===== src/tcw_pkg.sv =====
// Shared types and constants for the text console cell writer.
// Holds the port payload structs, the front-to-back command and the back-end states.
// No dependencies.
package tcw_pkg;

    localparam int TCW_COLUMNS     = 80;
    localparam int TCW_ROWS        = 24;
    localparam int TCW_QUEUE_DEPTH = 2;

    localparam logic [7:0] CHAR_SPACE   = 8'h20;
    localparam logic [7:0] CHAR_NEWLINE = 8'h0A;
    localparam logic [7:0] ATTR_RESET   = 8'h07;

    localparam logic [2:0] OP_PUT_CHAR   = 3'd0;
    localparam logic [2:0] OP_MOVE_LEFT  = 3'd1;
    localparam logic [2:0] OP_MOVE_RIGHT = 3'd2;
    localparam logic [2:0] OP_SET_POS    = 3'd3;
    localparam logic [2:0] OP_CLEAR      = 3'd4;
    localparam logic [2:0] OP_READ_CELL  = 3'd5;

    typedef struct packed {
        logic [2:0] operation;
        logic [7:0] char_code;
        logic [6:0] column;
        logic [4:0] row;
    } t_in_item;

    typedef struct packed {
        logic [6:0] cursor_column;
        logic [4:0] cursor_row;
        logic       scrolled;
        logic [7:0] cell_char;
        logic [7:0] cell_attr;
    } t_out_item;

    typedef enum logic [2:0] {
        CMD_PUT,
        CMD_NEWLINE,
        CMD_LEFT,
        CMD_RIGHT,
        CMD_SETPOS,
        CMD_CLEAR,
        CMD_READ,
        CMD_NOP
    } t_cmd_kind;

    typedef struct packed {
        t_cmd_kind  kind;
        logic [7:0] ch;
        logic [6:0] col;
        logic [4:0] row;
    } t_cmd;

    typedef enum logic [1:0] {
        BS_INIT,
        BS_IDLE,
        BS_FILL,
        BS_EMIT
    } t_back_state;

endpackage


===== src/tcw_queue.sv =====
// Short command queue between the front and back ends.
// Depends on tcw_pkg.
module tcw_queue
    import tcw_pkg::*;
#(
    parameter int DEPTH = TCW_QUEUE_DEPTH
) (
    input  logic i_clk,
    input  logic i_rst_n,
    input  logic i_push,
    input  t_cmd i_push_cmd,
    output logic o_full,
    output logic o_valid,
    output t_cmd o_head,
    input  logic i_pop
);

    localparam int PW = $clog2(DEPTH);
    localparam int NW = $clog2(DEPTH + 1);

    t_cmd          r_entry [DEPTH];
    logic [PW-1:0] r_wp;
    logic [PW-1:0] r_rp;
    logic [NW-1:0] r_count;
    logic          do_pop;

    assign o_full  = (r_count == NW'(DEPTH));
    assign o_valid = (r_count != '0);
    assign o_head  = r_entry[r_rp];
    assign do_pop  = i_pop && o_valid;

    always_ff @(posedge i_clk) begin
        if (i_push) begin
            r_entry[r_wp] <= i_push_cmd;
        end
    end

    always_ff @(posedge i_clk) begin
        if (!i_rst_n) begin
            r_wp    <= '0;
            r_rp    <= '0;
            r_count <= '0;
        end else begin
            if (i_push) begin
                r_wp <= (r_wp == PW'(DEPTH - 1)) ? '0 : r_wp + PW'(1);
            end
            if (do_pop) begin
                r_rp <= (r_rp == PW'(DEPTH - 1)) ? '0 : r_rp + PW'(1);
            end
            if (i_push && !do_pop) begin
                r_count <= r_count + NW'(1);
            end else if (!i_push && do_pop) begin
                r_count <= r_count - NW'(1);
            end
        end
    end

endmodule


===== config.mk =====
export PLATFORM = sky130hd
export DESIGN_NAME = tcw_queue
export DESIGN_NICKNAME = d
export VERILOG_FILES = /design/src/tcw_pkg.sv /design/src/tcw_queue.sv
export SDC_FILE = /design/constraint.sdc
export NUM_CORES = 1
export LEC_CHECK = 0
export BUFFER_PORTS_ARGS = -buffer_cell sky130_fd_sc_hd__buf_2
export CAP_MARGIN = 5
export CORE_MARGIN = 2
export CORE_UTILIZATION = 45
export CTS_CLUSTER_DIAMETER = 80
export DETAILED_ROUTE_END_ITERATION = 10
export PLACE_DENSITY = 0.73
export SKIP_CTS_REPAIR_TIMING = 1
export SLEW_MARGIN = 10
export SYNTH_ARGS = -nofsm -noshare
export SYNTH_HDL_FRONTEND = slang
export SYNTH_SLANG_ARGS = --single-unit

===== constraint.sdc =====
create_clock -name i_clk -period 2.9 [get_ports i_clk]
set_input_delay 0.58 -clock i_clk [delete_from_list [all_inputs] [get_ports i_clk]]
set_output_delay 0.58 -clock i_clk [all_outputs]
set_load 0.02 [all_outputs]

### Yosys cells after proc, flatten, opt, wreduce, memory -nomap -nowiden

Memories as Yosys holds them, arrays and structs flattened. A register that Yosys moved wholly into a read port is not among the register bits.
Cells that the tools add are included.

* reductions and logical operators: 7
* $add $sub $neg: 4
* muxes and demuxes: 8
* equal/unequal tests: 1

Operators by type and width (count)
* 1-bit two-way mux: 6
* 2-bit two-way mux: 2
* 2-bit nonzero test: 2
* 1-bit logical AND: 3
* 1-bit adder, second input constant: 2
* 2-bit by 1-bit adder with 2-bit output, second input constant: 1
* 2-bit == test, second input constant: 1
* 1-bit zero test: 2
* 2-bit by 1-bit subtractor with 2-bit output, second input constant: 1

* input port bits: 27
* bits in writable memories: 46
* bits in registers: 4
* output and inout port bits: 25
* memories: 1
* logic and storage cells: 24

Memory list
* r_entry: depth 2, bits a word 23, read ports 1, clocked after memory_dff 1, write ports 1, RTL line tcw_queue.sv:21 `t_cmd r_entry [DEPTH];`

### Logic depth before layout (Yosys ltp)

* depth in word-level cells: 5
* gate-level depth with buffers: 5
* depth with buffers taken out: 5

### Worst setup path after synthesis

Ideal clock, no wire load.

* path type: input-to-reg
* start: in i_push
* end: mem r_entry[0][0] (netlist name) (enable)
* slack: 0.819 ns
* cell stages on the path: 1
* required time: 2.493 ns
* arrival time: 1.674 ns
* setup time: 0.407 ns
* path buffers: 0
* cells stage by stage: nor2b_1

* cells in the longest elaborated chain, start to end: 2

RTL lines
* start, declared: RTL line tcw_queue.sv:10 `input logic i_push,`
* 1-bit two-way mux: RTL line tcw_queue.sv:33 `if (i_push) begin`
* 1-bit two-way mux (implied by the code): RTL line tcw_queue.sv:34 `r_entry[r_wp] <= i_push_cmd;`
* end, declared: RTL line tcw_queue.sv:21

No other way between the ends.

==> flow_summary.json <==
{
  "io_pins": 52,
  "place_inst": 195,
  "powerDensity_nw_per_um2": 849,
  "cap_violations": 0,
  "finalNonFillerCells": 203,
  "relSlewSlack_pct": 57.1,
  "tightest_slew_ns": 0.641,
  "core_um2": 4000,
  "cts_buffers": 5,
  "syn_area_um2": 1870,
  "ys_top_cells_by_area": "edfxtp_1 74%, mux2_2 14%, dfxtp_1 5.4%",
  "layout.area.seq_um2": 1480,
  "clock-skew-final_ns": 0.00414,
  "yosys.area_share.simple_pct": 3.01,
  "ys_types": 15,
  "yosys.area_share.adder_pct": 0.669,
  "preCtsSetupSlack_ns": 0.868,
  "use_met1_pct": 12.8,
  "area_growth_syn_to_layout_pct": 24.9,
  "grt_pass1_wl_um": 4450,
  "synth_top_area_share_pct": 73.8,
  "die_h_um": 68.5,
  "crit_path_max_fanout": 12,
  "overflow": 0,
  "antenna_found_initial": 0,
  "yosys.area.top_type": "edfxtp_1",
  "synth-seq-area-share_pct": 79.2,
  "synth_xor_area_share_pct": 1.40,
  "clockBufferDepth": 2,
  "critPathKind": "flip-flop to output port",
  "antenna_cells": 0,
  "holdCritPathClass": "primary input to flip-flop",
  "antenna_left": 0,
  "syn_area_per_cell_um2": 20.1,
  "status": "finished clean",
  "max_freq_mhz": 430,
  "fp.dieArea_um2": 4690,
  "drcViolationCount": 0,
  "die_x_um": 68.5,
  "synth_compound_area_share_pct": 1.34,
  "critPathLaunchType": "flip-flop",
  "dp_hpwl_um": 2120,
  "layout-drive-gt1-share_pct": 56.2,
  "finalPower_mw": 1.98,
  "grt_max_degree": 16,
  "drtPass1Iterations": 4,
  "ys.warnings.count": 0,
  "clock-sinks": 51,
  "finalSetupTns_ns": 0,
  "synth_mux_area_share_pct": 13.8,
  "synth_nets": 121,
  "cts_tree": "built",
  "busiest_layer": "met2",
  "synth_edf_count": 46,
  "grt_use_total_pct": 13.3,
  "totalWireLength_um": 2900,
  "p_leak_nw": 0.890,
  "critPathCaptureType": "output port",
  "root_buffer": "clkbuf_8",
  "fillers": 306,
  "required_ns": 2.32,
  "worst_slack_ns": 0.576,
  "yosys-top-cells-count": "46 x edfxtp_1, 23 x mux2_2, 5 x dfxtp_1",
  "synth_top_family_by_area": "multiplexers",
  "post-route-period-util_pct": 80.1,
  "initial_core_util_pct": 46.8,
  "cp.arrival_ns": 1.74,
  "synthMostInstantiatedCell": "edfxtp_1",
  "hold_ws_ns": 0.469,
  "htree_num_levels": 2,
  "rows": 23,
  "gp_congestion": 0.699,
  "grt_pass1_vias": 1010,
  "grt_use_met2_pct": 25.7,
  "path_clk_slew_ns": 0.09,
  "synthCells": 93,
  "num_vias": 974,
  "final_nets": 180,
  "synth_ff_type": "edfxtp_1",
  "rsz0062_at_grt": "no",
  "portBuffers": 51,
  "grtUsageMet3_pct": 4.61,
  "wire_per_inst_um": 14.3,
  "finalMaxSlewViolations": 0,
  "multi_input_area_um2": 382,
  "finalHoldViolCount": 0,
  "max-vdd-ir-drop_v": 0.000441,
  "clk_latency_ns": 0.30,
  "avgViaCountPerCell": 4.80,
  "finalCriticalPeriod_ns": 2.32,
  "setup_viol": 0,
  "drt_iter0_drc": 57,
  "ys_seq_elements": 51,
  "ys_async_sr_fraction_pct": 0
}
## layout by cell type (no fill, tap or decap)
master and instances:
dfxtp_1 5, a21boi_1 1, xor2_1 1, nor2b_2 1, clkbuf_8 5, o21ai_0 1, or3_1 1, nor2b_1 2
xnor2_1 2, buf_2 51, or2_2 1, o21ai_1 1, mux2_2 23, ha_1 1, edfxtp_1 46, clkbuf_1 1
buf_4 3, and2_1 4, bufinv_16 2, o21a_1 1
## flip-flops by register name, indices dropped and copies added (netlist names), named ones only
signal,cells
r_count,2
r_rp,1
r_entry,46
r_wp,1
## critical path, cell delays in order, from the launching register on
cell and delay [ns]:
dfxtp_1 0.64, buf_4 0.30, mux2_2 0.35, buf_2 0.16
## worst paths after layout
kind	start	endpoint	slack [ns]	cells after the start
worst min-delay path	i_push_cmd[10]	r_entry[0][10]$_DFFE_PP_	0.47	1
worst max register to register	r_wp$_SDFFE_PN0P_	r_entry[0][19]$_DFFE_PP_	1.41	2
worst min register to register	r_count[1]$_SDFFE_PN0P_	r_count[1]$_SDFFE_PN0P_	0.52	2
worst max-delay path	flip-flop	o_head[21]	0.58	3
## where the power goes
group / switching, mW / total (mW) / internal [mW]
logic: 0.268 / 0.510 / 0.242
registers: 0.0528 / 0.917 / 0.864
clock network: 0.211 / 0.555 / 0.344
## layout make-up
class	instances	share of cell area [%]
Sequential cell	51	63.4
Multi-Input combinational cell	40	16.3
Timing Repair Buffer	54	11.9
Clock buffer	6	3.11
Tap cell	50	2.68
Clock inverter	2	2.57
## per-layer routing
layer  wire, um  up-vias  part of all wire (%)
li1           -      472                     -
met1       1080      468                    37
met2       1580       30                    54
met3        215        4                   7.4
met4         30        0                   1.0
met5          0        -                     0
## metrics by stage
step           area [um2]  util, %
6_report             2340     58.4
5_1_grt              2340     58.4
4_1_cts              2340     58.4
3_5_place_dp         2200     55.1
3_3_place_gp         2200     55.1
2_1_floorplan        1870        -
## cells by family (layout without fill, tap and decap cells)
kind of cell,count (synthesis),after routing
buffers and inverters,2,62
muxes,23,23
adders and majority gates,1,1
AOI/OAI and AO/OA,4,4
DFF,51,51
and+or+nand+nor,9,9
xor gates and xnor gates,3,3
(Power assumes the default switching activity.)
