### src/tcw_pkg.sv
// Shared types and constants for the text console cell writer.
// Holds the port payload structs, the front-to-back command and the back-end states.
// No dependencies.
package tcw_pkg;

    localparam int TCW_COLUMNS     = 80;
    localparam int TCW_ROWS        = 24;
    localparam int TCW_QUEUE_DEPTH = 2;

    localparam logic [7:0] CHAR_SPACE   = 8'h20;
    localparam logic [7:0] CHAR_NEWLINE = 8'h0A;
    localparam logic [7:0] ATTR_RESET   = 8'h07;

    localparam logic [2:0] OP_PUT_CHAR   = 3'd0;
    localparam logic [2:0] OP_MOVE_LEFT  = 3'd1;
    localparam logic [2:0] OP_MOVE_RIGHT = 3'd2;
    localparam logic [2:0] OP_SET_POS    = 3'd3;
    localparam logic [2:0] OP_CLEAR      = 3'd4;
    localparam logic [2:0] OP_READ_CELL  = 3'd5;

    typedef struct packed {
        logic [2:0] operation;
        logic [7:0] char_code;
        logic [6:0] column;
        logic [4:0] row;
    } t_in_item;

    typedef struct packed {
        logic [6:0] cursor_column;
        logic [4:0] cursor_row;
        logic       scrolled;
        logic [7:0] cell_char;
        logic [7:0] cell_attr;
    } t_out_item;

    typedef enum logic [2:0] {
        CMD_PUT,
        CMD_NEWLINE,
        CMD_LEFT,
        CMD_RIGHT,
        CMD_SETPOS,
        CMD_CLEAR,
        CMD_READ,
        CMD_NOP
    } t_cmd_kind;

    typedef struct packed {
        t_cmd_kind  kind;
        logic [7:0] ch;
        logic [6:0] col;
        logic [4:0] row;
    } t_cmd;

    typedef enum logic [1:0] {
        BS_INIT,
        BS_IDLE,
        BS_FILL,
        BS_EMIT
    } t_back_state;

endpackage

### src/tcw_front.sv
// Front end: takes requests, decodes the operation and saturates the cell position.
// Depends on tcw_pkg.
module tcw_front
    import tcw_pkg::*;
#(
    parameter int COLUMNS = TCW_COLUMNS,
    parameter int ROWS    = TCW_ROWS
) (
    input  logic     i_clk,
    input  logic     i_rst_n,
    input  logic     i_in_valid,
    input  t_in_item i_in_item,
    output logic     o_in_ready,
    input  logic     i_hold,
    input  logic     i_full,
    output logic     o_push,
    output t_cmd     o_push_cmd
);

    logic [6:0] col_sat;
    logic [4:0] row_sat;
    t_cmd_kind  kind;
    logic       r_ready_en;

    // ready held low until r_ready_en is set after reset release
    always_ff @(posedge i_clk) begin
        if (!i_rst_n) begin
            r_ready_en <= 1'b0;
        end else begin
            r_ready_en <= 1'b1;
        end
    end

    assign col_sat = (32'(i_in_item.column) > 32'(COLUMNS - 1)) ? 7'(COLUMNS - 1)
                                                                : i_in_item.column;
    assign row_sat = (32'(i_in_item.row) > 32'(ROWS - 1)) ? 5'(ROWS - 1) : i_in_item.row;

    always_comb begin
        unique case (i_in_item.operation)
            OP_PUT_CHAR:   kind = (i_in_item.char_code == CHAR_NEWLINE) ? CMD_NEWLINE : CMD_PUT;
            OP_MOVE_LEFT:  kind = CMD_LEFT;
            OP_MOVE_RIGHT: kind = CMD_RIGHT;
            OP_SET_POS:    kind = CMD_SETPOS;
            OP_CLEAR:      kind = CMD_CLEAR;
            OP_READ_CELL:  kind = CMD_READ;
            default:       kind = CMD_NOP;
        endcase
    end

    assign o_in_ready      = r_ready_en && !i_hold && !i_full;
    assign o_push          = i_in_valid && o_in_ready;
    assign o_push_cmd.kind = kind;
    assign o_push_cmd.ch   = i_in_item.char_code;
    assign o_push_cmd.col  = col_sat;
    assign o_push_cmd.row  = row_sat;

endmodule

### config.mk
export PLATFORM = sky130hd
export DESIGN_NAME = tcw_front
export DESIGN_NICKNAME = d
export VERILOG_FILES = /design/src/tcw_pkg.sv /design/src/tcw_front.sv
export SDC_FILE = /design/constraint.sdc
export NUM_CORES = 1
export LEC_CHECK = 0
export BUFFER_PORTS_ARGS = -buffer_cell sky130_fd_sc_hd__buf_2
export CORE_AREA = 2 2 39 41
export CTS_BUF_LIST = sky130_fd_sc_hd__clkbuf_8
export CTS_CLUSTER_SIZE = 20
export DETAILED_ROUTE_END_ITERATION = 16
export DIE_AREA = 0 0 41 43
export GPL_TIMING_DRIVEN = 0
export PLACE_DENSITY = 0.78
export SLEW_MARGIN = 40
export SYNTH_ARGS = -nofsm -noshare
export SYNTH_HDL_FRONTEND = slang
export SYNTH_SLANG_ARGS = --single-unit
### constraint.sdc
create_clock -name i_clk -period 0.8 [get_ports i_clk]
set_clock_uncertainty 0.05 [all_clocks]
set_input_delay 0.08 -clock i_clk [delete_from_list [all_inputs] [get_ports i_clk]]
set_output_delay 0.08 -clock i_clk [all_outputs]
set_load 0.005 [all_outputs]
# Yosys cells after proc, flatten, opt, wreduce, memory -nomap -nowiden
# Cells that the tools add are included.
# classes
n_mux	5
n_lt_le_gt_ge	2
n_eq_ne	6
reduce_logical	6
# ops
operator	count
3-bit one-hot mux with 6 select lines	1
8-bit by 4-bit equality test with 1-bit output (second input constant)	1
7-bit > comparator (second input constant)	1
7-bit two-way mux	1
3-bit by 2-bit equality test with 1-bit output (second input constant)	2
3-bit equality test (second input constant)	2
5-bit > comparator (second input constant)	1
5-bit two-way mux	1
3-bit by 1-bit equality test with 1-bit output (second input constant)	1
1-bit logical AND	3
3-bit logical NOT	1
1-bit logical NOT	2
1-bit two-way mux	2
# word_totals
elab_cells	20
input_bits	28
register_bits	1
output_inout_bits	25

# Longest topological paths before layout
# Gate-level depths: netlist of the first run.
# depth
word_depth	4
mapped_depth	3

# Worst setup path after synthesis of the first run
# No wires, ideal clock.
# synth_timing
path_type	register to output
from	reg r_ready_en
to	out o_push
arrival_time_ps	702
required_ps	670
path_stages_with_launch	3
setup_slack_ps	-32
path_cell_list	dfxtp_1 -> nor3b_1 -> and2_1
# synth_via
elab_chain_len	3
# synth_lines
item	line	rtl
start: declaration	tcw_front.sv:23	logic r_ready_en;
start signal: assignment	tcw_front.sv:28	r_ready_en <= 1'b0;
start signal: assignment	tcw_front.sv:30	r_ready_en <= 1'b1;
1-bit logical AND (2 in series)	tcw_front.sv:50	assign o_in_ready = r_ready_en && !i_hold && !i_full;
net o_in_ready	tcw_front.sv:13	output logic o_in_ready,
1-bit logical AND	tcw_front.sv:51	assign o_push = i_in_valid && o_in_ready;
end: declaration	tcw_front.sv:16	output logic o_push,
# The timed path passes the listed nets, and every way through them passes these cells.

==> results of run 1 <==
## per-stage QoR
step,instances,setup TNS [ps]
after global placement,103,-127
final,103,-116
after floorplan,35,0
after global routing,103,-261
after CTS,103,-115
after detailed placement,103,-196
## repair_timing
item / CTS / global route
endpoints found under the setup margin: 2 / 6
gates cloned: 0 / 0
pin swaps: 5 / 4
gates resized for setup: 5 / 6
## layout make-up
type / instances / area, sq um
Buffer: 10 / 67.6
Fill cell: 133 / 798
Multi-Input combinational cell: 24 / 191
Tap cell: 16 / 20.0
Timing Repair Buffer: 52 / 285
Sequential cell: 1 / 21.3
## power groups by stage
stage	combinational, mW	sequential (mW)	clock [mW]
6_report	0.267	0.0550	0
3_5_place_dp	0.235	0.0543	0
4_1_cts	0.252	0.0543	0
2_1_floorplan	0.0909	0.0538	0
3_3_place_gp	0.229	0.0540	0
5_1_grt	0.299	0.0553	0
## per-layer routing
| metal | up-vias | global-route usage (%) |
|---|---|---|
| met5 | - | 0 |
| met4 | 0 | 0 |
| met3 | 0 | 0.524 |
| met2 | 41 | 15.6 |
| met1 | 160 | 6.69 |
| li1 | 210 | - |
## cells in the mapped netlist
library cell	instances
a211oi_1	1
o21ai_1	1
dfxtp_1	1
nor4bb_1	1
a21boi_0	1
nand2_1	2
nand2b_1	8
nor3b_1	1
nor4_2	1
and2_1	1
buf_4	8
clkbuf_1	2
nor2_1	4
nor2b_1	3
## logic make-up (layout without fill, tap and decap cells)
logic type	count (synthesis)	count (layout)	share of synthesized area, %
and+or+nand+nor	21	21	54.3
buffers and inverters	10	62	28.7
AOI/OAI and AO/OA	3	3	8.51
DFF	1	1	8.51
## final timing paths
check / cells after the start / start / to / slack (ps)
setup / recovery: 5 / i_in_item[14] / o_push_cmd[20] / -100
hold / removal: 1 / i_rst_n / r_ready_en / 130
==> results.toml, run 1 <==
[route]
highest_layer = "met3"
vias = 411
drc = 0
final_antenna_net_count = 0
drtPass1Iterations = 2
met3WireLength_um = 162
wl_met1_um = 257
via_per_inst = 3.99
routedWlPerCell_um = 8.32
drt_iter0_markers = 1
wl_um = 857
wl_met2_um = 437

[pwr]
power_mw = 0.322
switching_power_mw = 0.101
p_int_mw = 0.221
power_frac_seq_pct = 17.1
power.share.combinational_pct = 82.9
pwr-share-clk_pct = 0
power_density_nw_per_um2 = 550
ir_drop_mv = 0.301
swShare_pct = 31.4
p_leak_nw = 0.334

[placed_design]
port_buffers = 52
post-dp-hpwl_um = 721
post_dp_cell_area_sq_um = 520
place_worst_setup_slack_ps = -182
gp_congestion = 0.608

[global_route]
antenna_found_initial = 0
grt_start_max_net_pins = 5
grt_use_total_pct = 7.21
grt_pass1_wl_um = 972
grt_pass1_vias = 291
gr-total-overflow = 0

[final_layout]
drive_gt1_share_pct = 75.9
final_util_pct = 42.3
fin_nets = 117
final_common_cell = "buf_2"
reg.largest.list = "r_ready_en x1"
registers.top_by_ff_count = "r_ready_en"
largest_reg_flops = 1
final_cell_mix = "buf_2, nand2b_1, buf_4"
area_delta_synth_final_pct = 149
fin_area_sq_um = 586
antenna_cells = 0

[critical_path]
cp_slowest_cell = "nor4bb_4"
path_cells = "buf_6 -> nor4bb_4 -> a211oi_2 -> nor2_1 -> buf_2"
path_buf_inv = 2
worstSetupPathType = "in2out"
cp_data_arrival_time_ps = 770
startpoint_type = "input pin"
slowest_delay_ps = 290
end_kind = "primary output"
path_delay_family = "simple AND/OR/NAND/NOR gates"
cp.required_ps = 670
crit_fanout = 2

[status]
violations = "setup timing"
status = "finished with violations"

[timing]
tightestPinTransition_ps = 226
max_slew_margin_pct = 84.9
layout_setup_ws_ps = -95.2
rsz0062_at_grt = "true"
setup_viol = 2
finalHoldViolCount = 0
max_freq_ghz = 1.12
min_period_over_period_pct = 112
hold_ws_ps = 134
maxSlewViolCount = 0
fin_crit_ps = 895

[yosys]
yosysSeqAreaShare_pct = 8.51
synthTopCellsByArea = "buf_4, nand2b_1, dfxtp_1, nor2b_1, nor2_1"
synth_top_area_share_pct = 25.5
synth_area_sq_um = 235
yosys.area.top_type = "buf_4"
syn_avg_cell_area_sq_um = 6.72
syn_nets = 63
synth.distinct_cells = 14
ys_seq_elements = 1
synthCells = 35
yosysWarnings = 0

[job]
max_cap_violations = 0

[floorplan]
die_area_sq_um = 1760
die_w_um = 41
die_h_um = 43
floorplan.rows = 14
coreArea_sq_um = 1380
initial_core_util_pct = 17.0
ioPinCount = 53

[clocking]
path_clk_slew_ps = 0
hold_buffers = 0
cts_setup_buffers = 0

[min_path]
hp-class = "in2reg"
Power figures use the tool's default switching activity.
==> run 2, diff against run 1 <==
ABC_AREA = 1   (was unset)
GPL_ROUTABILITY_DRIVEN = 0   (was unset)
PLACE_DENSITY = 0.83   (was 0.78)
==> results.toml, run 2 <==
[status]
status = "complete, no violations"

[critical_path]
cp.required_ps = 670
end_kind = "primary output"
path_cells = "nor3b_2 -> and2_1 -> buf_2"
slowest_delay_ps = 280
startpoint_type = "register"
cp_slowest_cell = "dfxtp_1"
cp_data_arrival_time_ps = 660
crit_fanout = 2
cp-startpoint = "r_ready_en"
worstSetupPathType = "reg2out"

[route]
drc = 0
routedWlPerCell_um = 7.43
via_per_inst = 3.96
drt_iter0_markers = 1
final_antenna_net_count = 0
drtPass1Iterations = 3
vias = 503
wl_um = 943

[yosys]
synth_most_common_cell = "inv_1"
synth.distinct_cells = 13
synth_top_area_share_pct = 21.7
muxShareOfSynthArea_pct = 0
async_reset_ff_share_pct = 0
synth-xor-area-share_pct = 0
synth_area_sq_um = 294
synth_simple_gate_area_share_pct = 37.0
yosys.area.top_type = "inv_1"
yosysSeqAreaShare_pct = 6.81
synth_fa_ha_area_share_pct = 0
synth_top_flop_cell = "dfxtp_1"
ys_seq_elements = 1
synth-compound-area-share_pct = 10.2
synth-edff-count = 0
synth_common_cells = "inv_1, nand2_1, buf_4"
synthCells = 58
yosysWarnings = 0
synth_top_family_by_area = "buffers and inverters"
syn_nets = 86
syn_avg_cell_area_sq_um = 5.07
synthTopCellsByArea = "inv_1, buf_4, nand2_1, dfxtp_1, nor2_1"

[pwr]
power.share.combinational_pct = 84.0
ir_drop_mv = 0.314
p_int_mw = 0.222
power_frac_seq_pct = 16.0
pwr-share-clk_pct = 0
swShare_pct = 34.2
switching_power_mw = 0.115
p_leak_nw = 0.430
power_density_nw_per_um2 = 541

[final_layout]
largest_reg_flops = 1
antenna_cells = 0
reg.largest.list = "r_ready_en x1"
registers.top_by_ff_count = "r_ready_en"
fin_nets = 141
final_cell_mix = "buf_2, nand2_1, inv_1"
fin_area_sq_um = 623
area_delta_synth_final_pct = 112
final_common_cell = "buf_2"
drive_gt1_share_pct = 62.2
final_util_pct = 45.0

[floorplan]
initial_core_util_pct = 21.2
ioPinCount = 53
die_h_um = 43
floorplan.rows = 14
die_w_um = 41
coreArea_sq_um = 1380
die_area_sq_um = 1760

[timing]
min_period_over_period_pct = 98.7
max_freq_ghz = 1.27
tightestPinTransition_ps = 168
finalHoldViolCount = 0
layout_setup_ws_ps = 10.2
setup_viol = 0
max_slew_margin_pct = 88.7
maxSlewViolCount = 0
rsz0062_at_grt = "true"
fin_crit_ps = 790

[global_route]
grt_pass1_vias = 394
grt_use_total_pct = 9.20
grt_start_max_net_pins = 6
grt_pass1_wl_um = 1250
gr-total-overflow = 0
antenna_found_initial = 0

[min_path]
hp-start = "i_rst_n"
hp-class = "in2reg"

[placed_design]
port_buffers = 52
place_worst_setup_slack_ps = -0.0925
post_dp_cell_area_sq_um = 574
post-dp-hpwl_um = 803

[job]
max_cap_violations = 0

[clocking]
path_clk_slew_ps = 0
[run 2: cell type report]
type | count | area (sq um)
flip-flops and latches | 1 | 20.0
fillers | 127 | 761
repair buffers | 53 | 299
plain buffers | 10 | 67.6
well taps | 16 | 20.0
inverters | 18 | 70.1
multi-input cells | 29 | 146
[run 2: cell families (layout without fill, tap and decap cells)]
logic type | count (synthesis) | in the layout
AND/OR/NAND/NOR | 25 | 25
buffers and inverters | 28 | 81
AO/OA/AOI/OAI | 4 | 4
flip-flops | 1 | 1
[run 2: repair_timing]
action | 4_1_cts | 5_1_grt
gates resized for setup | 0 | 13
setup buffers | 0 | 1
cloned | 0 | 0
pin swaps | 0 | 10
endpoints found under the setup margin | 1 | 6
hold buffers | 0 | 0
[run 2: metal layers]
| metal | share of wire (%) | track usage, % | vias up |
|---|---|---|---|
| li1 | - | - | 258 |
| met1 | 31 | 7.30 | 197 |
| met2 | 49 | 20.6 | 48 |
| met3 | 20 | 1.57 | 0 |
| met4 | 0 | 0 | 0 |
| met5 | 0 | 0 | - |
[run 2: power by group through the flow]
stage / Combinational [mW] / Sequential (mW) / Clock [mW]
3_5_place_dp: 0.256 / 0.0541 / 0
5_1_grt: 0.322 / 0.0544 / 0
6_report: 0.283 / 0.0540 / 0
2_1_floorplan: 0.107 / 0.0538 / 0
3_3_place_gp: 0.251 / 0.0539 / 0
4_1_cts: 0.256 / 0.0541 / 0
[run 2: worst paths after layout]
kind	endpoint	slack, ps	cells after the start
max	o_push	10	3
min	r_ready_en	130	1
[run 2: worst max-delay path, delay by kind of cell (launching register included)]
kind,cells,cell delay (ps)
buffers and inverters,1,100
DFF,1,280
and+or+nand+nor,2,280
[run 2: metrics by stage]
stage	power [mW]	hold WS (ps)	std cells	setup TNS, ps
2_1_floorplan	0.161	57.7	58	0
3_3_place_gp	0.305	132	126	0
3_5_place_dp	0.310	134	126	-0.0925
4_1_cts	0.311	134	126	-1.93
5_1_grt	0.376	136	127	-68.3
6_report	0.337	133	127	0
